## config.mk

```make
export PLATFORM = sky130hd
export DESIGN_NAME = range_sensor_health_supervisor_top_flat
export DESIGN_NICKNAME = d
export VERILOG_FILES = /design/src/hdl/rshs_pkg.sv /design/src/hdl/rshs_in_if.sv /design/src/hdl/rshs_out_if.sv /design/src/hdl/rshs_cfg_if.sv /design/src/hdl/range_sensor_health_supervisor_top.sv /design/src/hdl/rshs_ctrl.sv /design/src/hdl/rshs_datapath.sv /design/src/flat_wrapper.sv
export SDC_FILE = /design/constraint.sdc
export NUM_CORES = 2
export LEC_CHECK = 0
export BUFFER_PORTS_ARGS = -buffer_cell sky130_fd_sc_hd__buf_2
export CAP_MARGIN = 20
export CORE_MARGIN = 10
export CORE_UTILIZATION = 30
export CTS_CLUSTER_DIAMETER = 150
export DETAILED_ROUTE_END_ITERATION = 8
export HOLD_SLACK_MARGIN = 0.06
export SLEW_MARGIN = 25
export SYNTH_ARGS = -nofsm -noshare
export SYNTH_HDL_FRONTEND = slang
export SYNTH_SLANG_ARGS = --single-unit
```

## constraint.sdc

```tcl
create_clock -name clk -period 8.55 [get_ports clk]
set_input_delay 0.855 -clock clk [delete_from_list [all_inputs] [get_ports clk]]
set_output_delay 0.855 -clock clk [all_outputs]
set_load 0.01 [all_outputs]
```

## src/hdl/rshs_pkg.sv

```systemverilog
// shared types and constants of the range sensor health supervisor
// no dependencies: every other file of the block takes its names from here
package rshs_pkg;

  // item kinds
  localparam logic [1:0] KIND_BRINGUP = 2'd0;
  localparam logic [1:0] KIND_POLL    = 2'd1;
  localparam logic [1:0] KIND_FILL    = 2'd2;

  // configuration register indexes
  localparam int CFG_IDX_W  = 8;
  localparam int CFG_DATA_W = 48;
  localparam logic [CFG_IDX_W-1:0] CFG_RETRY_BACKOFF = 8'd0;
  localparam logic [CFG_IDX_W-1:0] CFG_ERROR_LIMIT   = 8'd1;
  localparam logic [CFG_IDX_W-1:0] CFG_ERROR_DIST    = 8'd2;
  localparam logic [CFG_IDX_W-1:0] CFG_STALE_MS      = 8'd3;

  // field widths
  localparam int NOW_W     = 48;
  localparam int DIST_W    = 16;
  localparam int COUNT_W   = 8;
  localparam int MS_W      = 16;
  localparam int STALE_US_W = 26;  // 65535 ms in us fits 26 bits
  localparam int SLOTS     = 3;    // distance slots in a report

  localparam logic [9:0] MS_TO_US = 10'd1000;

  // register reset values
  localparam logic [NOW_W-1:0]      BACKOFF_RST  = 48'd1000000;
  localparam logic [COUNT_W-1:0]    LIMIT_RST    = 8'd3;
  localparam logic [DIST_W-1:0]     ERR_DIST_RST = 16'hFFFF;
  localparam logic [MS_W-1:0]       STALE_MS_RST = 16'd100;
  localparam logic [STALE_US_W-1:0] STALE_US_RST = 26'd100000;
  localparam logic [COUNT_W-1:0]    COUNT_MAX    = 8'hFF;

  typedef struct packed {
    logic [1:0]        kind;
    logic [1:0]        sensor;
    logic [NOW_W-1:0]  now_us;
    logic              start_ok;
    logic              query_ok;
    logic              data_ready;
    logic              read_ok;
    logic [DIST_W-1:0] distance_mm;
  } in_item_t;

  typedef struct packed {
    logic [DIST_W-1:0] dist_a;
    logic [DIST_W-1:0] dist_b;
    logic [DIST_W-1:0] dist_c;
    logic [SLOTS-1:0]  stale_mask;
    logic              sensor_up;
    logic              started;
    logic              forced_down;
  } out_item_t;

  // controller to datapath commands
  typedef struct packed {
    logic latch;   // capture the accepted item
    logic commit;  // apply the item to sensor state and load the result
  } cmd_t;

endpackage

```

## src/hdl/rshs_in_if.sv

```systemverilog
// input channel of the supervisor: valid, ready and one item
// depends on rshs_pkg
interface rshs_in_if;
  logic                valid;
  logic                ready;
  rshs_pkg::in_item_t  payload;
  modport source (output valid, output payload, input ready);
  modport sink   (input valid, input payload, output ready);
endinterface

```

## src/hdl/rshs_out_if.sv

```systemverilog
// result channel of the supervisor: valid, ready and one result item
// depends on rshs_pkg
interface rshs_out_if;
  logic                valid;
  logic                ready;
  rshs_pkg::out_item_t payload;
  modport source (output valid, output payload, input ready);
  modport sink   (input valid, input payload, output ready);
endinterface

```

## src/hdl/rshs_cfg_if.sv

```systemverilog
// configuration write channel: register index and write data
// depends on rshs_pkg
interface rshs_cfg_if;
  logic                               valid;
  logic                               ready;
  logic [rshs_pkg::CFG_IDX_W-1:0]     index;
  logic [rshs_pkg::CFG_DATA_W-1:0]    data;
  modport source (output valid, output index, output data, input ready);
  modport sink   (input valid, input index, input data, output ready);
endinterface

```

## src/hdl/range_sensor_health_supervisor_top.sv

```systemverilog
// timing: an accepted item is captured, committed in state EXEC, and its result
//   is presented in state SEND; the controller captures then commits each item,
//   and the next item is taken while a result waits
// reset: synchronous active-low rst_n; sensors down, counts and times zero,
//   config registers back to their default values
module range_sensor_health_supervisor_top #(
  parameter int SENSOR_COUNT = 3,
  parameter int TIME_BITS    = 48
) (
  input  logic      clk,
  input  logic      rst_n,
  rshs_in_if.sink   in_ch,
  rshs_out_if.source out_ch,
  rshs_cfg_if.sink  cfg_ch
);

  rshs_pkg::cmd_t cmd;

  // config writes are to be made only while idle, which the block itself does not enforce; the port never stalls
  assign cfg_ch.ready = 1'b1;

  // controller: capture item, commit it, hand the result on
  rshs_ctrl u_ctrl (
    .clk       (clk),
    .rst_n     (rst_n),
    .in_valid  (in_ch.valid),
    .in_ready  (in_ch.ready),
    .out_valid (out_ch.valid),
    .out_ready (out_ch.ready),
    .cmd       (cmd)
  );

  // datapath: sensor health state, config and the result register
  rshs_datapath #(
    .SENSOR_COUNT (SENSOR_COUNT),
    .TIME_BITS    (TIME_BITS)
  ) u_datapath (
    .clk       (clk),
    .rst_n     (rst_n),
    .cmd       (cmd),
    .in_item   (in_ch.payload),
    .cfg_we    (cfg_ch.valid),
    .cfg_index (cfg_ch.index),
    .cfg_data  (cfg_ch.data),
    .result    (out_ch.payload)
  );

endmodule

```

## src/hdl/rshs_ctrl.sv

```systemverilog
// controller of the supervisor: sequences accept, commit and result hand-off
// depends on rshs_pkg
module rshs_ctrl (
  input  logic          clk,
  input  logic          rst_n,
  input  logic          in_valid,
  output logic          in_ready,
  output logic          out_valid,
  input  logic          out_ready,
  output rshs_pkg::cmd_t cmd
);

  typedef enum logic [3:0] {
    S_IDLE = 4'b0001,
    S_EXEC = 4'b0010,
    S_SEND = 4'b0100,
    S_PEND = 4'b1000
  } state_t;

  state_t state_r, state_nxt;
  logic   accept;

  assign in_ready   = (state_r == S_IDLE) || (state_r == S_SEND);
  assign out_valid  = (state_r == S_SEND) || (state_r == S_PEND);
  assign accept     = in_valid && in_ready;
  assign cmd.latch  = accept;
  assign cmd.commit = (state_r == S_EXEC);

  always_comb begin
    state_nxt = state_r;
    case (state_r)
      S_IDLE: if (accept) state_nxt = S_EXEC;
      S_EXEC: state_nxt = S_SEND;
      S_SEND: begin
        if (accept && out_ready)  state_nxt = S_EXEC;
        else if (accept)          state_nxt = S_PEND;
        else if (out_ready)       state_nxt = S_IDLE;
      end
      S_PEND: if (out_ready) state_nxt = S_EXEC;
      default: state_nxt = S_IDLE;
    endcase
  end

  always_ff @(posedge clk) begin
    if (!rst_n) state_r <= S_IDLE;
    else        state_r <= state_nxt;
  end

endmodule

```

## src/hdl/rshs_datapath.sv

```systemverilog
// datapath of the supervisor: config registers, per-sensor state, result register
// depends on rshs_pkg
module rshs_datapath #(
  parameter int SENSOR_COUNT = 3,
  parameter int TIME_BITS    = 48
) (
  input  logic                            clk,
  input  logic                            rst_n,
  input  rshs_pkg::cmd_t                  cmd,
  input  rshs_pkg::in_item_t              in_item,
  input  logic                            cfg_we,
  input  logic [rshs_pkg::CFG_IDX_W-1:0]  cfg_index,
  input  logic [rshs_pkg::CFG_DATA_W-1:0] cfg_data,
  output rshs_pkg::out_item_t             result
);

  localparam int NW  = rshs_pkg::NOW_W;
  localparam int DW  = rshs_pkg::DIST_W;
  localparam int CW  = rshs_pkg::COUNT_W;
  localparam int LW  = rshs_pkg::STALE_US_W;

  // configuration
  logic [NW-1:0] backoff_r;
  logic [CW-1:0] limit_r;
  logic [DW-1:0] err_dist_r;
  logic [LW-1:0] stale_us_r;

  // sensor state
  logic                 up_r       [SENSOR_COUNT];
  logic [CW-1:0]        fail_r     [SENSOR_COUNT];
  logic [TIME_BITS-1:0] retry_t_r  [SENSOR_COUNT];
  logic [DW-1:0]        dist_r     [SENSOR_COUNT];
  logic [TIME_BITS-1:0] sample_t_r [SENSOR_COUNT];
  logic                 valid_r    [SENSOR_COUNT];
  logic                 sampled_r  [SENSOR_COUNT];

  logic                 up_nxt       [SENSOR_COUNT];
  logic [CW-1:0]        fail_nxt     [SENSOR_COUNT];
  logic [TIME_BITS-1:0] retry_t_nxt  [SENSOR_COUNT];
  logic [DW-1:0]        dist_nxt     [SENSOR_COUNT];
  logic [TIME_BITS-1:0] sample_t_nxt [SENSOR_COUNT];
  logic                 valid_nxt    [SENSOR_COUNT];
  logic                 sampled_nxt  [SENSOR_COUNT];

  rshs_pkg::in_item_t  item_r;
  rshs_pkg::out_item_t result_r, result_nxt;

  logic [TIME_BITS+NW-1:0] now_ext;
  logic [TIME_BITS-1:0]    now;
  logic [TIME_BITS-1:0]    stale_lim;
  logic                    is_fill;
  logic                    failed;
  logic [DW-1:0]           slot_dist [rshs_pkg::SLOTS];
  logic                    slot_good [rshs_pkg::SLOTS];

  // time taken modulo 2^TIME_BITS
  assign now_ext   = {{TIME_BITS{1'b0}}, item_r.now_us};
  assign now       = now_ext[TIME_BITS-1:0];
  assign stale_lim = {{(TIME_BITS-LW){1'b0}}, stale_us_r};
  assign is_fill   = (item_r.kind == rshs_pkg::KIND_FILL);
  assign failed    = !item_r.query_ok || (item_r.data_ready && !item_r.read_ok);

  // freshness of each report slot, missing slots always report the error code
  for (genvar g = 0; g < rshs_pkg::SLOTS; g++) begin : g_slot
    if (g < SENSOR_COUNT) begin : g_present
      logic [TIME_BITS-1:0] age;
      assign age          = now - sample_t_r[g];
      assign slot_good[g] = valid_r[g] && sampled_r[g] && (age <= stale_lim);
      assign slot_dist[g] = dist_r[g];
    end else begin : g_absent
      assign slot_good[g] = 1'b0;
      assign slot_dist[g] = err_dist_r;
    end
  end

  always_comb begin
    logic [TIME_BITS-1:0] retry_diff;
    logic [CW-1:0]        fail_inc;
    logic                 sel;
    result_nxt = '0;
    retry_diff = '0;
    fail_inc   = '0;
    sel        = 1'b0;
    for (int i = 0; i < SENSOR_COUNT; i++) begin
      up_nxt[i]       = up_r[i];
      fail_nxt[i]     = fail_r[i];
      retry_t_nxt[i]  = retry_t_r[i];
      dist_nxt[i]     = dist_r[i];
      sample_t_nxt[i] = sample_t_r[i];
      valid_nxt[i]    = valid_r[i];
      sampled_nxt[i]  = sampled_r[i];

      sel        = (item_r.sensor == 2'(i));
      retry_diff = now - retry_t_r[i];
      fail_inc   = (fail_r[i] == rshs_pkg::COUNT_MAX) ? rshs_pkg::COUNT_MAX
                                                      : fail_r[i] + 1'b1;

      if (sel && item_r.kind == rshs_pkg::KIND_BRINGUP) begin
        fail_nxt[i]       = '0;
        up_nxt[i]         = item_r.start_ok;
        result_nxt.started = 1'b1;
      end else if (sel && item_r.kind == rshs_pkg::KIND_POLL) begin
        if (!up_r[i]) begin
          // retry bring-up once the backoff has run out
          if ({{NW{1'b0}}, retry_diff} >= {{TIME_BITS{1'b0}}, backoff_r}) begin
            retry_t_nxt[i]     = now;
            fail_nxt[i]        = '0;
            up_nxt[i]          = item_r.start_ok;
            result_nxt.started = 1'b1;
          end
        end else if (failed) begin
          fail_nxt[i] = fail_inc;
          if (fail_inc >= limit_r) begin
            up_nxt[i]              = 1'b0;
            retry_t_nxt[i]         = now;
            result_nxt.forced_down = 1'b1;
          end
        end else if (item_r.data_ready) begin
          fail_nxt[i]     = '0;
          dist_nxt[i]     = item_r.distance_mm;
          sample_t_nxt[i] = now;
          sampled_nxt[i]  = 1'b1;
          valid_nxt[i]    = (item_r.distance_mm != err_dist_r);
        end
      end

      if (sel && up_nxt[i]) result_nxt.sensor_up = 1'b1;
    end

    if (is_fill) begin
      result_nxt.dist_a = slot_good[0] ? slot_dist[0] : err_dist_r;
      result_nxt.dist_b = slot_good[1] ? slot_dist[1] : err_dist_r;
      result_nxt.dist_c = slot_good[2] ? slot_dist[2] : err_dist_r;
      result_nxt.stale_mask = {!slot_good[2], !slot_good[1], !slot_good[0]};
    end
  end

  // item and result registers
  always_ff @(posedge clk) begin
    if (cmd.latch)  item_r   <= in_item;
    if (cmd.commit) result_r <= result_nxt;
  end

  assign result = result_r;

  // configuration registers, stale limit kept in microseconds
  always_ff @(posedge clk) begin
    if (!rst_n) begin
      backoff_r  <= rshs_pkg::BACKOFF_RST;
      limit_r    <= rshs_pkg::LIMIT_RST;
      err_dist_r <= rshs_pkg::ERR_DIST_RST;
      stale_us_r <= rshs_pkg::STALE_US_RST;
    end else if (cfg_we) begin
      case (cfg_index)
        rshs_pkg::CFG_RETRY_BACKOFF: backoff_r  <= cfg_data[NW-1:0];
        rshs_pkg::CFG_ERROR_LIMIT:   limit_r    <= cfg_data[CW-1:0];
        rshs_pkg::CFG_ERROR_DIST:    err_dist_r <= cfg_data[DW-1:0];
        rshs_pkg::CFG_STALE_MS:
          stale_us_r <= LW'(cfg_data[rshs_pkg::MS_W-1:0] * rshs_pkg::MS_TO_US);
        default: ;
      endcase
    end
  end

  // sensor state
  always_ff @(posedge clk) begin
    for (int i = 0; i < SENSOR_COUNT; i++) begin
      if (!rst_n) begin
        up_r[i]       <= 1'b0;
        fail_r[i]     <= '0;
        retry_t_r[i]  <= '0;
        dist_r[i]     <= rshs_pkg::ERR_DIST_RST;
        sample_t_r[i] <= '0;
        valid_r[i]    <= 1'b0;
        sampled_r[i]  <= 1'b0;
      end else if (cmd.commit) begin
        up_r[i]       <= up_nxt[i];
        fail_r[i]     <= fail_nxt[i];
        retry_t_r[i]  <= retry_t_nxt[i];
        dist_r[i]     <= dist_nxt[i];
        sample_t_r[i] <= sample_t_nxt[i];
        valid_r[i]    <= valid_nxt[i];
        sampled_r[i]  <= sampled_nxt[i];
      end
    end
  end

endmodule
```

## src/flat_wrapper.sv

```systemverilog
// flat-port wrapper written by rule: the top's interface ports become plain ports
module range_sensor_health_supervisor_top_flat 
#(
  parameter int SENSOR_COUNT = 3,
  parameter int TIME_BITS    = 48
)
  (clk, rst_n, in_ch_valid, in_ch_payload, in_ch_ready, out_ch_valid, out_ch_payload, out_ch_ready, cfg_ch_valid, cfg_ch_index, cfg_ch_data, cfg_ch_ready);
  rshs_in_if in_ch_i ();
  rshs_out_if out_ch_i ();
  rshs_cfg_if cfg_ch_i ();
  input  logic clk;
  input  logic rst_n;
  input wire logic [$bits(in_ch_i.valid)-1:0] in_ch_valid;
  input wire logic [$bits(in_ch_i.payload)-1:0] in_ch_payload;
  output wire logic [$bits(in_ch_i.ready)-1:0] in_ch_ready;
  output wire logic [$bits(out_ch_i.valid)-1:0] out_ch_valid;
  output wire logic [$bits(out_ch_i.payload)-1:0] out_ch_payload;
  input wire logic [$bits(out_ch_i.ready)-1:0] out_ch_ready;
  input wire logic [$bits(cfg_ch_i.valid)-1:0] cfg_ch_valid;
  input wire logic [$bits(cfg_ch_i.index)-1:0] cfg_ch_index;
  input wire logic [$bits(cfg_ch_i.data)-1:0] cfg_ch_data;
  output wire logic [$bits(cfg_ch_i.ready)-1:0] cfg_ch_ready;
  assign in_ch_i.valid = in_ch_valid;
  assign in_ch_i.payload = in_ch_payload;
  assign in_ch_ready = in_ch_i.ready;
  assign out_ch_valid = out_ch_i.valid;
  assign out_ch_payload = out_ch_i.payload;
  assign out_ch_i.ready = out_ch_ready;
  assign cfg_ch_i.valid = cfg_ch_valid;
  assign cfg_ch_i.index = cfg_ch_index;
  assign cfg_ch_i.data = cfg_ch_data;
  assign cfg_ch_ready = cfg_ch_i.ready;
  range_sensor_health_supervisor_top #(.SENSOR_COUNT(SENSOR_COUNT), .TIME_BITS(TIME_BITS)) u_core (.clk(clk), .rst_n(rst_n), .in_ch(in_ch_i), .out_ch(out_ch_i), .cfg_ch(cfg_ch_i));
endmodule
```

==> reports/qor.txt <==
status - completed
register area share after synthesis - 38.6%
worst-path maximum fanout - 35
WS Path Type - reg -> reg
Main synth FF type - edfxtp_1
I/O pin count - 190
CTS Root Cell - clkbuf_16
slowest stage delay, CP - 700 ps
total CTS buffers - 70
vias in the first global route - 33800
Post-Route WL - 134000 um
Die Height - 401 um
initial antenna violation count - 24
fmax - 129 MHz
Buf/Inv on CP - 4
delay-heaviest family, CP - compound AO/OA/AOI/OAI gates
Synth top cells by count - ha_1 (575), edfxtp_1 (494), inv_1 (458), nand2_1 (416), a21oi_1 (320)
leading area contributor after synthesis - edfxtp_1
Hold Path Depth - 1
Initial Util - 30.3%
post-CTS resize count - 0
RSZ-0062 raised after global routing - no
clock buffer depth - 3
Slew Limit Fails - 0
Static Leakage - 0.0208 uW
Max Cap Viol - 0
Final Skew - 22.1 ps
synthesis warning total - 0
Remaining Overflow, GRT - 0
Setup crit start kind - flip-flop
gp weighted congestion - 0.950
Worst path slowest cell - o41ai_1
clock sink count - 594
num rows - 139
PortBufs - 188
layout cell share with drive strength beyond 1 - 8.09%
Tmin final - 7750 ps
top cells by area, synth - edfxtp_1 (34%), ha_1 (16%), dfxtp_1 (4.6%)
DR pass1 iterations - 5
most common cell in the netlist - ha_1
H-tree depth - 3
Final ANT Viol Nets - 0
Crit. End Element - flip-flop
CP required - 8870 ps
GR Util All Layers - 16.1%
Max-slew headroom - 38.6%
R2R depth - 27
Die X - 401 um
pre-CTS WS - 797 ps
worst skew pair latency - 650 ps
CP Depth - 27
Power Dens Cells - 188 mW/mm^2
crit path DAT - 8070 ps
Setup-failing EPs final - 0
Area growth syn-to-layout - 13.2%
Synth Instances - 4471
Vias/cell - 5.13
Mapped Area - 0.0437 sq mm
vias post-DR - 34100
Cell variety after synth - 89
area of the die - 0.161 sq mm
routed len/inst - 20.2 um
Reg clk slew, reported paths - 60 ps
measured slew at the worst slew-check pin - 912 ps
CTS Hold Buffers Added - 0
CTS tree - yes
Detailed Place HPWL - 105000 um
Post-synth EDFFs - 494
post-synthesis net count - 5236
share of the synthesized area in the top cell type - 34.0%
syn_area_per_cell - 9.76 sq um
TNS Setup - 0 ps
largest net degree at the start of global routing - 82
post-route setup slack - 799 ps
nets@finish - 5442
Post-CTS Setup Inserts - 0
ys async rst share - 0%
flops & latches, synth - 594
final period utilization - 90.7%
total core area - 0.144 sq mm
worst hold-check path type - in -> reg
Final Hold Violating Endpoints - 0
Peak VDD IR - 0.124 mV
global-route wire length before repair - 204000 um
DR DRC count - 0
Starting DRT DRC Count - 2279
==> layer usage <==
layer / GRT usage [%] / routed length (um)
met2: 26.4 / 60900
met3: 2.99 / 7850
met4: 4.83 / 3980
met5: 0 / 184
met1: 21.4 / 61400
==> worst reg2reg max path, cell delays in order (launching register included) <==
cell      delay (ps)
edfxtp_1         330
inv_1             60
ha_1             210
inv_1             70
fa_1             190
a21o_1           120
a21oi_1          100
o21ai_0          260
a21oi_1          170
o21ai_1          380
a311oi_1         150
buf_4            180
o211ai_1         260
a31oi_1          200
or2_2            370
o41ai_1          700
a31oi_1          300
o41ai_1          500
xor2_1           120
ha_1             320
nand4_1           80
nor2_1           220
nand3_1          100
o221ai_1         600
or3_1            210
nand4_1          200
o21ai_4          650
buf_12           310
==> cells in the final DEF (no fill, tap or decap), types with 54 or more instances in the layout <==
cell       count
a21boi_0      54
a21o_1       214
a21oi_1      320
and3_1       135
buf_2        187
clkbuf_16     72
dfxtp_1      100
edfxtp_1     494
fa_1          57
ha_1         575
inv_1        457
mux2i_1       70
nand2_1      415
nand2b_1      85
nand3_1       88
nand4_1       75
nor2_1       209
nor2b_1       74
o21ai_0      176
xnor2_1      157
xor2_1       102
==> area by class of cell <==
cell class	instances	area [sq um]
Antenna cell	9	22.5
Clock buffer	93	1950
Clock inverter	36	422
Fill cell	14600	94600
Inverter	459	1730
Multi-Input combinational cell	3322	24800
Sequential cell	594	16800
Tap cell	1903	2380
Timing Repair Buffer	230	1300
==> state kept, by name, indices dropped and copies added (netlist names) <==
signal and cells:
u_core.u_datapath.item_r 24, u_core.u_datapath.result 54, u_core.u_datapath.sampled_r 3, u_core.u_datapath.valid_r 3, u_core.u_datapath.retry_t_r 144, u_core.u_datapath.dist_r 48
u_core.u_datapath.limit_r 8, u_core.u_datapath.now 48, u_core.u_datapath.err_dist_r 16, u_core.u_datapath.stale_us_r 23, u_core.u_datapath.sample_t_r 144, u_core.u_datapath.fail_r 24
u_core.u_datapath.backoff_r 48, u_core.u_datapath.up_r 3, u_core.u_ctrl.state_r 4
==> kinds of logic after synthesis <==
group / synth area share (%)
XOR/XNOR: 5.20
buffers and inverters: 4.83
flip-flops: 38.6
AND/OR/NAND/NOR: 14.3
other: 0.00859
multiplexers: 1.63
AO/OA/AOI/OAI: 16.4
adder cells (fa/ha/maj): 19.1
==> metrics by stage <==
stage	cells	area (sq um)	utilization [%]	power, uW	hold WS (ps)
after detailed placement	6508	47000	32.7	6160	461
final	6646	49400	34.3	9290	375
after global placement	6508	47000	32.7	6120	453
after floorplan	4471	43700	-	5410	443
after global routing	6640	49400	34.3	9860	345
after CTS	6637	49400	34.3	9370	328
==> path summary, 6_finish.rpt <==
path | start | end | slack [ps]
worst max-delay path | u_core.u_datapath.now[0] | u_core.u_datapath.retry_t_r[2][36] | 800
worst min-delay path | in_ch_payload[44] | u_core.u_datapath.now[24] | 380
worst max register to register | u_core.u_datapath.now[0] | u_core.u_datapath.retry_t_r[2][36] | 800
worst min register to register | u_core.u_datapath.backoff_r[21] | u_core.u_datapath.backoff_r[21] | 460
==> power by group <==
part / internal (uW) / total [uW] / switching (uW)
Combinational: 1180 / 2820 / 1640
Clock: 1840 / 3140 / 1310
Sequential: 3230 / 3320 / 87.7
Total: 6250 / 9290 / 3040
Power figures use the tool's default switching activity.
